File: src/hdl/vibration_statistics_top_macros.svh
// ----------------------------------------------------------------------------
// vibration statistics assertion macros
// shared concurrent assertion forms, clocked on clk, disabled in reset
// ----------------------------------------------------------------------------
`ifndef VIBRATION_STATISTICS_TOP_MACROS_SVH
`define VIBRATION_STATISTICS_TOP_MACROS_SVH

// antecedent implies consequent in the same cycle
`define VSTAT_ASSERT_IMP(label, ante, cons, msg) \
  label: assert property (@(posedge clk) disable iff (!rst_n) (ante) |-> (cons)) \
    else $error(msg);

// antecedent implies consequent in the next cycle
`define VSTAT_ASSERT_NEXT(label, ante, cons, msg) \
  label: assert property (@(posedge clk) disable iff (!rst_n) (ante) |=> (cons)) \
    else $error(msg);

`endif

File: src/hdl/vstat_pkg.sv
// ----------------------------------------------------------------------------
// vibration statistics package
// request and result types, shared divide/root unit control and constants
// ----------------------------------------------------------------------------
package vstat_pkg;

  localparam int SAMPLE_W = 16;
  localparam int RMS_W    = 24;
  localparam int REM_W    = 26;
  localparam int TRY_W    = REM_W + 1;
  localparam int FRAC_W   = 16;

  typedef struct packed {
    logic [SAMPLE_W-1:0] sample;
    logic                last;
  } vstat_in_t;

  typedef struct packed {
    logic [SAMPLE_W-1:0] mean;
    logic [RMS_W-1:0]    rms_q8;
    logic [SAMPLE_W-1:0] peak_max;
    logic [SAMPLE_W-1:0] peak_min;
    logic [SAMPLE_W-1:0] amplitude;
    logic [SAMPLE_W-1:0] crest_q8;
    logic                zero_rms;
  } vstat_out_t;

  typedef struct packed {
    logic start;
    logic sqrt_mode;
  } vstat_alu_ctl_t;

  typedef struct packed {
    logic busy;
    logic done;
  } vstat_alu_sts_t;

  typedef enum logic [5:0] {
    S_ACC   = 6'b000001,
    S_MEAN  = 6'b000010,
    S_SCALE = 6'b000100,
    S_ROOT  = 6'b001000,
    S_CREST = 6'b010000,
    S_EMIT  = 6'b100000
  } vstat_state_t;

endpackage

File: src/hdl/vibration_statistics_top.sv
// ----------------------------------------------------------------------------
// vibration statistics top level
// buffer mean, rms, peaks, amplitude and crest factor over a sample stream
// ----------------------------------------------------------------------------
// in channel: one sample request per cycle (in_valid/in_stall); in_data.last
// closes the buffer. samples past MAX_SAMPLES in one buffer are dropped from
// the statistics, the last one still closes the buffer.
// out channel: one result request per buffer on out_valid/out_stall.
// while accumulating, a sample is taken every cycle. after a last sample the
// block stalls the in channel while one shared bit-serial compare-subtract
// unit works out the mean, sum_sq*65536/n, the root and the crest factor
// in turn, on dividends of DW = 48 + clog2(MAX_SAMPLES+1) bits.
// the result sits in an output register; a stalled result holds and the
// next buffer accumulates behind it. a finished result that still finds the
// previous one waiting is held until that one is taken.
// reset (rst_n low, synchronous) empties the buffer and drops any result.
// ----------------------------------------------------------------------------
module vibration_statistics_top import vstat_pkg::*; #(
  parameter int MAX_SAMPLES = 4096
) (
  input  logic       clk,
  input  logic       rst_n,
  input  logic       in_valid,
  output logic       in_stall,
  input  vstat_in_t  in_data,
  output logic       out_valid,
  input  logic       out_stall,
  output vstat_out_t out_data
);

  `include "vibration_statistics_top_macros.svh"

  localparam int CW = $clog2(MAX_SAMPLES + 1);
  localparam int SW = SAMPLE_W + CW;
  localparam int QW = 2 * SAMPLE_W + CW;
  localparam int DW = QW + FRAC_W;

  vstat_state_t state_r, state_nxt;

  logic [SW-1:0]         sum_r;
  logic [QW-1:0]         sq_r;
  logic [SAMPLE_W-1:0]   min_r;
  logic [SAMPLE_W-1:0]   max_r;
  logic [CW-1:0]         cnt_r;
  logic [2*SAMPLE_W-1:0] prod_r;
  logic                  prod_v_r;
  logic                  launch_r;
  logic [SAMPLE_W-1:0]   mean_r;
  logic [RMS_W-1:0]      rms_r;
  logic [SAMPLE_W-1:0]   crest_r;
  logic                  out_valid_r;
  vstat_out_t            out_r;

  logic           in_acc;
  logic           take;
  logic           emit;
  logic           step_done;
  vstat_alu_ctl_t alu_ctl;
  vstat_alu_sts_t alu_sts;
  logic [DW-1:0]  alu_num;
  logic [RMS_W-1:0] alu_den;
  logic [DW-1:0]  alu_quo;
  logic [RMS_W-1:0] alu_root;
  logic [SAMPLE_W-1:0] up;
  logic [SAMPLE_W-1:0] down;
  logic           zero;

  assign in_stall  = (state_r != S_ACC);
  assign in_acc    = in_valid && !in_stall;
  assign take      = in_acc && (cnt_r < CW'(MAX_SAMPLES));
  assign step_done = alu_sts.done;
  assign emit      = (state_r == S_EMIT) && (!out_valid_r || !out_stall);

  always_comb begin
    alu_ctl.start     = launch_r;
    alu_ctl.sqrt_mode = (state_r == S_ROOT);
    alu_den           = {{(RMS_W-CW){1'b0}}, cnt_r};
    case (state_r)
      S_MEAN:  alu_num = {{(DW-SW){1'b0}}, sum_r};
      S_SCALE: alu_num = {sq_r, {FRAC_W{1'b0}}};
      S_ROOT:  alu_num = {alu_quo[2*RMS_W-1:0], {(DW-2*RMS_W){1'b0}}};
      S_CREST: begin
        alu_num = {{(DW-SAMPLE_W-FRAC_W){1'b0}}, max_r, {FRAC_W{1'b0}}};
        alu_den = rms_r;
      end
      default: alu_num = '0;
    endcase
  end

  always_comb begin
    state_nxt = state_r;
    case (state_r)
      S_ACC:   if (in_acc && in_data.last) state_nxt = S_MEAN;
      S_MEAN:  if (step_done) state_nxt = S_SCALE;
      S_SCALE: if (step_done) state_nxt = S_ROOT;
      S_ROOT:  if (step_done) state_nxt = S_CREST;
      S_CREST: if (step_done) state_nxt = S_EMIT;
      S_EMIT:  if (emit) state_nxt = S_ACC;
      default: state_nxt = S_ACC;
    endcase
  end

  vstat_alu #(
    .DW (DW)
  ) u_alu (
    .clk   (clk),
    .rst_n (rst_n),
    .ctl   (alu_ctl),
    .num   (alu_num),
    .den   (alu_den),
    .sts   (alu_sts),
    .quo   (alu_quo),
    .root  (alu_root)
  );

  always_ff @(posedge clk) begin
    if (!rst_n) begin
      state_r     <= S_ACC;
      launch_r    <= 1'b0;
      prod_v_r    <= 1'b0;
      sum_r       <= '0;
      sq_r        <= '0;
      min_r       <= '1;
      max_r       <= '0;
      cnt_r       <= '0;
      out_valid_r <= 1'b0;
    end else begin
      state_r  <= state_nxt;
      launch_r <= (state_nxt != state_r) && (state_nxt != S_EMIT) && (state_nxt != S_ACC);
      prod_v_r <= take;
      if (prod_v_r) begin
        sq_r <= sq_r + QW'(prod_r);
      end
      if (take) begin
        sum_r <= sum_r + SW'(in_data.sample);
        cnt_r <= cnt_r + 1'b1;
        if (in_data.sample < min_r) min_r <= in_data.sample;
        if (in_data.sample > max_r) max_r <= in_data.sample;
      end
      if (emit) begin
        sum_r       <= '0;
        sq_r        <= '0;
        min_r       <= '1;
        max_r       <= '0;
        cnt_r       <= '0;
        out_valid_r <= 1'b1;
      end else if (!out_stall) begin
        out_valid_r <= 1'b0;
      end
    end
  end

  always_comb begin
    up   = max_r - mean_r;
    down = mean_r - min_r;
    zero = (rms_r == '0);
  end

  always_ff @(posedge clk) begin
    if (take) begin
      prod_r <= (2*SAMPLE_W)'(in_data.sample) * (2*SAMPLE_W)'(in_data.sample);
    end
    if (step_done && state_r == S_MEAN) begin
      mean_r <= alu_quo[SAMPLE_W-1:0];
    end
    if (step_done && state_r == S_ROOT) begin
      rms_r <= alu_root;
    end
    if (step_done && state_r == S_CREST) begin
      crest_r <= (|alu_quo[DW-1:SAMPLE_W]) ? '1 : alu_quo[SAMPLE_W-1:0];
    end
    if (emit) begin
      out_r.mean      <= mean_r;
      out_r.rms_q8    <= rms_r;
      out_r.peak_max  <= max_r;
      out_r.peak_min  <= min_r;
      out_r.amplitude <= (up >= down) ? up : down;
      out_r.crest_q8  <= zero ? '0 : crest_r;
      out_r.zero_rms  <= zero;
    end
  end

  assign out_valid = out_valid_r;
  assign out_data  = out_r;

  `VSTAT_ASSERT_IMP(a_done_in_compute, alu_sts.done,
    state_r == S_MEAN || state_r == S_SCALE || state_r == S_ROOT || state_r == S_CREST,
    "divide/root unit finished outside a compute step")
  `VSTAT_ASSERT_IMP(a_count_bound, 1'b1, cnt_r <= CW'(MAX_SAMPLES),
    "sample count past buffer size")
  `VSTAT_ASSERT_IMP(a_zero_crest, out_valid_r && out_r.zero_rms, out_r.crest_q8 == '0,
    "zero rms with nonzero crest")
  `VSTAT_ASSERT_NEXT(a_launch_idle, launch_r, alu_sts.busy,
    "launch did not start the divide/root unit")

endmodule

File: src/hdl/vstat_alu.sv
// ----------------------------------------------------------------------------
// vibration statistics divide and square root unit
// one compare-subtract stage, one quotient bit or one root bit per cycle
// ----------------------------------------------------------------------------
module vstat_alu import vstat_pkg::*; #(
  parameter int DW = 61
) (
  input  logic             clk,
  input  logic             rst_n,
  input  vstat_alu_ctl_t   ctl,
  input  logic [DW-1:0]    num,
  input  logic [RMS_W-1:0] den,
  output vstat_alu_sts_t   sts,
  output logic [DW-1:0]    quo,
  output logic [RMS_W-1:0] root
);

  localparam int STW = $clog2(DW);

  logic [DW-1:0]    sh_r;
  logic [REM_W-1:0] rem_r;
  logic [RMS_W-1:0] root_r;
  logic [RMS_W-1:0] den_r;
  logic [STW-1:0]   cnt_r;
  logic             busy_r;
  logic             done_r;
  logic             mode_r;

  logic [TRY_W-1:0] partial;
  logic [TRY_W-1:0] subtr;
  logic [TRY_W:0]   diff;
  logic             ge;
  logic [REM_W-1:0] rem_nxt;

  always_comb begin
    if (mode_r) begin
      partial = {rem_r[REM_W-2:0], sh_r[DW-1:DW-2]};
      subtr   = {1'b0, root_r, 2'b01};
    end else begin
      partial = {rem_r, sh_r[DW-1]};
      subtr   = {{(TRY_W-RMS_W){1'b0}}, den_r};
    end
    diff    = {1'b0, partial} - {1'b0, subtr};
    ge      = !diff[TRY_W];
    rem_nxt = ge ? diff[REM_W-1:0] : partial[REM_W-1:0];
  end

  always_ff @(posedge clk) begin
    if (!rst_n) begin
      busy_r <= 1'b0;
      done_r <= 1'b0;
      cnt_r  <= '0;
      mode_r <= 1'b0;
    end else begin
      done_r <= busy_r && (cnt_r == '0);
      if (ctl.start && !busy_r) begin
        busy_r <= 1'b1;
        mode_r <= ctl.sqrt_mode;
        cnt_r  <= ctl.sqrt_mode ? STW'(RMS_W - 1) : STW'(DW - 1);
      end else if (busy_r) begin
        cnt_r <= cnt_r - 1'b1;
        if (cnt_r == '0) begin
          busy_r <= 1'b0;
        end
      end
    end
  end

  always_ff @(posedge clk) begin
    if (ctl.start && !busy_r) begin
      sh_r   <= num;
      den_r  <= den;
      rem_r  <= '0;
      root_r <= '0;
    end else if (busy_r) begin
      rem_r <= rem_nxt;
      if (mode_r) begin
        sh_r   <= {sh_r[DW-3:0], 2'b00};
        root_r <= {root_r[RMS_W-2:0], ge};
      end else begin
        sh_r <= {sh_r[DW-2:0], ge};
      end
    end
  end

  assign sts.busy = busy_r;
  assign sts.done = done_r;
  assign quo      = sh_r;
  assign root     = root_r;

endmodule
File: config.mk
export PLATFORM = sky130hd
export DESIGN_NAME = vibration_statistics_top
export DESIGN_NICKNAME = d
export VERILOG_FILES = /design/src/hdl/vstat_pkg.sv /design/src/hdl/vibration_statistics_top.sv /design/src/hdl/vstat_alu.sv
export VERILOG_INCLUDE_DIRS = /design/src /design/src/hdl
export SDC_FILE = /design/constraint.sdc
export NUM_CORES = 1
export LEC_CHECK = 0
export BUFFER_PORTS_ARGS = -buffer_cell sky130_fd_sc_hd__buf_4
export CAP_MARGIN = 40
export CORE_ASPECT_RATIO = 1.1
export CORE_MARGIN = 2
export CORE_UTILIZATION = 55
export DETAILED_ROUTE_END_ITERATION = 8
export GPL_TIMING_DRIVEN = 0
export PLACE_DENSITY = 0.72
export SETUP_SLACK_MARGIN = 0.15
export SLEW_MARGIN = 20
export SYNTH_ARGS = -nofsm -noshare
export SYNTH_HDL_FRONTEND = slang
export SYNTH_SLANG_ARGS = --single-unit
export TNS_END_PERCENT = 20
File: constraint.sdc
create_clock -name clk -period 11.5 [get_ports clk]
set_input_delay 0.575 -clock clk [delete_from_list [all_inputs] [get_ports clk]]
set_output_delay 0.575 -clock clk [all_outputs]
set_load 0.01 [all_outputs]
==> results of run 1 <==
[logic make-up (layout without fill, tap and decap cells)]
logic type,Yosys count,after routing,synth area share
AND/OR/NAND/NOR,824,824,0.125
flip-flops,464,464,0.380
buffers and inverters,485,711,0.0581
AO/OA/AOI/OAI,615,615,0.128
multiplexers,191,191,0.0623
adder cells (fa/ha/maj),419,419,0.205
XOR/XNOR,153,153,0.0422
[area by class of cell]
cell class,instances,area share
Buffer,126,0.0141
Clock buffer,58,0.0363
Clock inverter,29,0.00730
Inverter,359,0.0380
Multi-Input combinational cell,2202,0.504
Sequential cell,464,0.340
Tap cell,752,0.0265
Timing Repair Buffer,139,0.0339
[flip-flops by register name, indices dropped and copies added (netlist names), 6 cells and up]
register and flops:
u_alu.quo 61, state_r 6, max_r 16, sum_r 29, rms_r 24, min_r 16
u_alu.cnt_r 6, u_alu.den_r 24, prod_r 31, cnt_r 13, crest_r 16, sq_r 45
out_data 105, mean_r 16, u_alu.root 24, u_alu.rem_r 26
[cell usage in the layout, fill, tap and decap left out, types with 11 or more instances in the layout]
cell type,instances
mux2i_1,136
and3_1,17
nor4_1,24
nand2b_1,36
nand3_1,81
fa_1,168
dfxtp_1,187
xnor2_1,84
xor2_1,69
nor3_1,36
nand3b_1,11
a21o_1,61
nand2_1,235
clkbuf_1,102
edfxtp_1,277
clkbuf_16,49
o21ai_0,115
a222oi_1,16
inv_1,354
nor2_1,197
a22oi_1,32
and2_1,55
mux2_2,55
a21oi_1,147
ha_1,251
o21a_1,24
a31oi_1,28
o21bai_1,17
a211oi_1,32
buf_1,15
a22o_1,16
or3_1,17
o22ai_1,44
nor2b_1,44
buf_4,129
buf_2,12
nand4_1,33
[final timing paths]
| path | end | slack (ps) | cells past startpoint |
|---|---|---|---|
| worst min-delay path | state_r[5]$_SDFF_PN0_ | 260 | 2 |
| worst max register to register | u_alu.rem_r[18]$_SDFFE_PP0P_ | 5430 | 18 |
| worst max-delay path | prod_r[31]$_DFFE_PP_ | 4170 | 21 |
| worst min register to register | out_data[37]$_DFFE_PP_ | 470 | 0 |
[worst register-to-register path, stage by stage (launching register included)]
cell	delay [ps]
dfxtp_1	440
buf_1	480
clkbuf_1	610
clkbuf_1	680
buf_2	470
mux2i_1	400
ha_1	170
clkbuf_1	260
and4_1	280
o211a_1	160
o41a_1	190
o21ai_1	130
nand2_1	160
a21oi_1	160
o21ai_1	250
buf_2	290
buf_2	360
nand2_1	220
o221ai_1	270
[per-stage QoR]
| step | power (µW) | hold slack [ps] | utilization | worst slack (ps) |
|---|---|---|---|---|
| finish | 8080 | 260 | 0.620 | 4170 |
| global route | 8650 | 257 | 0.620 | 3960 |
| global placement | 6390 | 444 | 0.588 | -604 |
| detailed placement | 6510 | 451 | 0.593 | 3560 |
| floorplan | 5380 | 430 | - | 3930 |
| CTS | 8080 | 240 | 0.620 | 4240 |
[routing by layer]
| layer | track usage | vias to the layer above | share of wire |
|---|---|---|---|
| li1 | - | 11484 | - |
| met3 | 0.0351 | 219 | 0.057 |
| met4 | 0.125 | 0 | 0.043 |
| met2 | 0.504 | 904 | 0.50 |
| met5 | 0 | - | 0 |
| met1 | 0.374 | 12100 | 0.40 |
[power by group through the flow]
stage / Sequential (µW) / Clock (µW) / Combinational, µW
5_1_grt: 2240 / 1640 / 4770
3_5_place_dp: 2250 / 0 / 4260
4_1_cts: 2220 / 1570 / 4290
2_1_floorplan: 2190 / 0 / 3190
6_report: 2220 / 1550 / 4310
3_3_place_gp: 2250 / 0 / 4140
==> results_dict.tcl, run 1 <==
set metrics [dict create \
    wl_per_cell_um 21.3 \
    postCtsSetupBuffers 0 \
    hold_start "rst_n" \
    outcome "finished, final reports clean" \
    startpoint "in_data[6]" \
    cp.arrival_ps 7650 \
    grt_pass1_vias 24430 \
    slew_headroom 0.422 \
    detail-route-antenna-nets 0 \
    ys_seq_area_frac 0.380 \
    final_area_um2 35500 \
    initial_core_util 0.555 \
    row_count 92 \
    finalCritPeriodShare 0.638 \
    cts-buffers-inserted 47 \
    max_freq_mhz 136 \
    cp.required_ps 11820 \
    antenna_found_initial 0 \
    path_clk_slew_ps 60 \
    cp-end-kind "flip-flop" \
    core-area_um2 57200 \
    drt_wl_total_um 88100 \
    synthTopCellsByArea "edfxtp_1, dfxtp_1, fa_1" \
    ys_seq_elements 464 \
    clock_power_share 0.192 \
    p_per_area_nw_per_um2 228 \
    cts_root_buf "clkbuf_16" \
    cap_violations 0 \
    timing.final.crit_period_ps 7330 \
    slew_viol_final 0 \
    cts_hold_buf 0 \
    drt_first_pass_iters 8 \
    die_h_um 256 \
    synth-async-reset-ratio 0 \
    synth.distinct_cells 76 \
    intPower_uw 4730 \
    pwr-share-comb 0.533 \
    synth_edf_count 277 \
    syn_to_final_growth_pct 11.7 \
    synthTopCellsByCount "inv_1, edfxtp_1, ha_1" \
    cts.path.max_buffers 3 \
    yosysTopAreaCell "edfxtp_1" \
    cts_max_level 2 \
    skew_ps 15.6 \
    tightest_slew_ps 867 \
    crit_chain "buf_4, clkbuf_1, clkbuf_1, nand2_1, fa_1, fa_1, inv_1, fa_1, fa_1, fa_1, fa_1, ha_1, a21o_1, a21oi_1, o31ai_1, a221o_1, a31o_2, a311oi_1, o21ai_0, a21oi_1, xnor2_1" \
    worstSetupPathType "input pin to flip-flop" \
    static-leakage-power_uw 0.0150 \
    critPathLaunchType "input pin" \
    crit_path_frequent_cell "fa_1" \
    grt_use_total 0.294 \
    post_cts_resized 0 \
    cts_tree "built" \
    port_buffers 127 \
    place_area_um2 33900 \
    multiInputGateArea_um2 17900 \
    grt_pass1_wl_um 137000 \
    dieArea_um2 59700 \
    ios 128 \
    viasPerCell 5.98 \
    synthFlopType "edfxtp_1" \
    chipWidth_um 233 \
    worstPathMaxFanout 10 \
    crit_family "adder cells" \
    worst_path_max_delay_cell "clkbuf_1" \
    peakVddDrop_v 0.000314 \
    switchingPower_uw 3350 \
    hold_class "input pin to flip-flop" \
    n_fill_cell 4644 \
    synth_most_common_cell "inv_1" \
    placed_cells 4042 \
    grt_max_degree 46 \
    seqCellArea_um2 12100 \
    tns_ps 0 \
    synthCells 3151 \
    grt_overflow_total 0 \
    hold_viol 0 \
    synth_area_per_cell_um2 10.1 \
    clk_latency_ps 590 \
    initialDrtViolationCount 2138 \
    rsz0062_at_grt "no" \
    slowest_delay_ps 640 \
    synth_area_um2 31800 \
    p_sw_frac 0.415 \
    path_buf_inv 4 \
    timing.rr.start "u_alu.mode_r$_SDFFE_PN0P_" \
    numClockSinks 464 \
    p_seq_frac 0.275 \
    synth_top_area_share 0.262 \
    syn_nets 3591 \
    synth_warnings 0 \
    drc 0 \
    antenna_cells 0 \
    vias 24707 \
    nNetsFinal 3779 \
    drive_gt1_frac 0.0939 \
    dp_hpwl_um 68300 \
    gp_congestion 0.934 \
    setup_viol 0 \
    stdcell_count 4129 \
]
No activity file was read; power rests on OpenSTA's default activity.
==> run 2, diff against run 1 <==
- clock period: 11.5 -> 7.65 ns (I/O delays scaled with it)
==> run 2 against run 1 <==
Effect of this change: sequential power is 50% higher; sequential share of layout area is 0.058 points higher; wire length is 0.30% higher; clock power is 47% higher; global-route usage is 0.18 points higher; worst hold slack worse by 210 ps; register-to-register slack worse by 3800 ps; design area is 0.17% lower; clock skew is 15 ps higher; via count is 0.36% higher.
==> results_dict.tcl, run 2 (synthesis gave the netlist of run 1 again) <==
set metrics [dict create \
    cts_hold_buf 0 \
    drt_wl_total_um 88400 \
    outcome "finished, final reports clean" \
    worst_path_max_delay_cell "clkbuf_1" \
    seqCellArea_um2 12100 \
    slowest_delay_ps 670 \
    dp_hpwl_um 68000 \
    place_ws_ps -29.7 \
    viasPerCell 6.01 \
    port_buffers 127 \
    row_count 92 \
    drc 0 \
    syn_to_final_growth_pct 11.5 \
    post-route-util 0.619 \
    crit_path_frequent_cell "fa_1" \
    initialDrtViolationCount 1964 \
    ios 128 \
    multiInputGateArea_um2 17900 \
    cts_tree "built" \
    met1_usage 0.365 \
    antenna_cells 0 \
    r2r_cells 18 \
    cp.arrival_ps 7430 \
    path_clk_slew_ps 70 \
    peakVddDrop_v 0.000480 \
    grtUsageMet3 0.0481 \
    timing.rr.start "u_alu.mode_r$_SDFFE_PN0P_" \
    wl_per_cell_um 21.4 \
    slew_headroom 0.429 \
    setup_viol 0 \
    hold-path-cell-count 2 \
    timing.final.crit_period_ps 7100 \
    cts.path.max_buffers 3 \
    grt_use_total 0.296 \
    cp.required_ps 7990 \
    cp-end-kind "flip-flop" \
    grt_pass1_wl_um 138000 \
    startpoint "in_data[16]" \
    hold_viol 0 \
    slew_viol_final 0 \
    vias 24796 \
    grt_overflow_total 0 \
    drt_first_pass_iters 8 \
    hold_class "input pin to flip-flop" \
    layout_common_cells "inv_1, edfxtp_1, ha_1" \
    min_to "state_r[5]$_SDFF_PN0_" \
    nNetsFinal 3778 \
    holdWs_ps 51.8 \
    grt_pass1_vias 25256 \
    critPathLaunchType "input pin" \
    busiest_layer "met2" \
    rsz0062_at_grt "no" \
    hold_start "rst_n" \
    final_common_cell "inv_1" \
    grt_max_degree 62 \
    place_area_um2 33900 \
    n_fill_cell 4697 \
    finalCritPeriodShare 0.928 \
    antenna_found_initial 0 \
    post_cts_resized 0 \
    cap_violations 0 \
    crit_chain "buf_4, clkbuf_1, clkbuf_1, nand2_1, fa_1, inv_1, fa_1, fa_1, fa_1, fa_1, fa_1, ha_1, a21oi_1, o31ai_1, a221o_1, a31o_2, a311oi_1, o21ai_0, a21oi_1, xnor2_1" \
    postCtsSetupBuffers 0 \
    skew_ps 31.0 \
    static-leakage-power_uw 0.0150 \
    clk_latency_ps 600 \
    numClockSinks 464 \
    p_per_area_nw_per_um2 341 \
    detail-route-antenna-nets 0 \
    dieArea_um2 59700 \
    chipWidth_um 233 \
    max_freq_mhz 141 \
    path_buf_inv 4 \
    reg2reg_slack_ps 1580 \
    gp_congestion 0.918 \
    final_area_um2 35400 \
    crit_family "adder cells" \
    cts-buffers-inserted 48 \
    worstPathMaxFanout 10 \
    tightest_slew_ps 856 \
    drive_gt1_frac 0.0924 \
    cts_root_buf "clkbuf_16" \
    die_h_um 256 \
    initial_core_util 0.555 \
    core-area_um2 57200 \
    r2r-end "u_alu.rem_r[20]$_SDFFE_PP0P_" \
    largest_register_ffs 105 \
    grtUsageMet2 0.501 \
    setup_ws_ps 553 \
    cts_max_level 2 \
    worstSetupPathType "input pin to flip-flop" \
]
## run 2: changes by cell type in the layout (fill, tap and decap cells not counted), sizes merged
cell	before	now
inv	360	362
clkinvlp	9	2
buf	168	166
clkinv	16	13
bufinv	3	0
clkbuf	155	168
## run 2: how the worst max path moves through the flow
stage | slack, ps | cells after the start | endpoint
global placement | -30 | 8 | sum_r[21]$_SDFFE_PP0P_
detailed placement | -30 | 20 | prod_r[31]$_DFFE_PP_
finish | 550 | 20 | prod_r[31]$_DFFE_PP_
global route | 260 | 25 | prod_r[31]$_DFFE_PP_
floorplan | 1340 | 20 | prod_r[31]$_DFFE_PP_
CTS | 580 | 20 | prod_r[31]$_DFFE_PP_
## run 2: cell type report
type                       instances  area share
inverter                         359      0.0381
tap                              752      0.0266
buffer                           126      0.0141
clock buffer                      71      0.0391
multi-input combinational       2202       0.505
clock inverter                    18     0.00367
timing repair buffer             137      0.0332
sequential                       464       0.340
## run 2: per-stage QoR
stage | cells | setup TNS (ps) | power [µW]
2_1_floorplan | 3151 | 0 | 8090
5_1_grt | 4129 | 0 | 13000
3_3_place_gp | 4030 | -116 | 9600
4_1_cts | 4129 | 0 | 12100
6_report | 4129 | 0 | 12100
3_5_place_dp | 4040 | -33.5 | 9790
## run 2: power breakdown
group | internal [µW] | switching [µW]
combinational | 2660 | 3780
sequential | 3140 | 204
clock | 1270 | 1020
total | 7070 | 5000
## run 2: metal layers
metal  share of wire  vias to the layer above  routed length (µm)
li1                -                    11464                   -
met1            0.39                    12153               34600
met2            0.49                      922               43100
met3           0.068                      257                5980
met4           0.053                        0                4700
met5               0                        -                   0
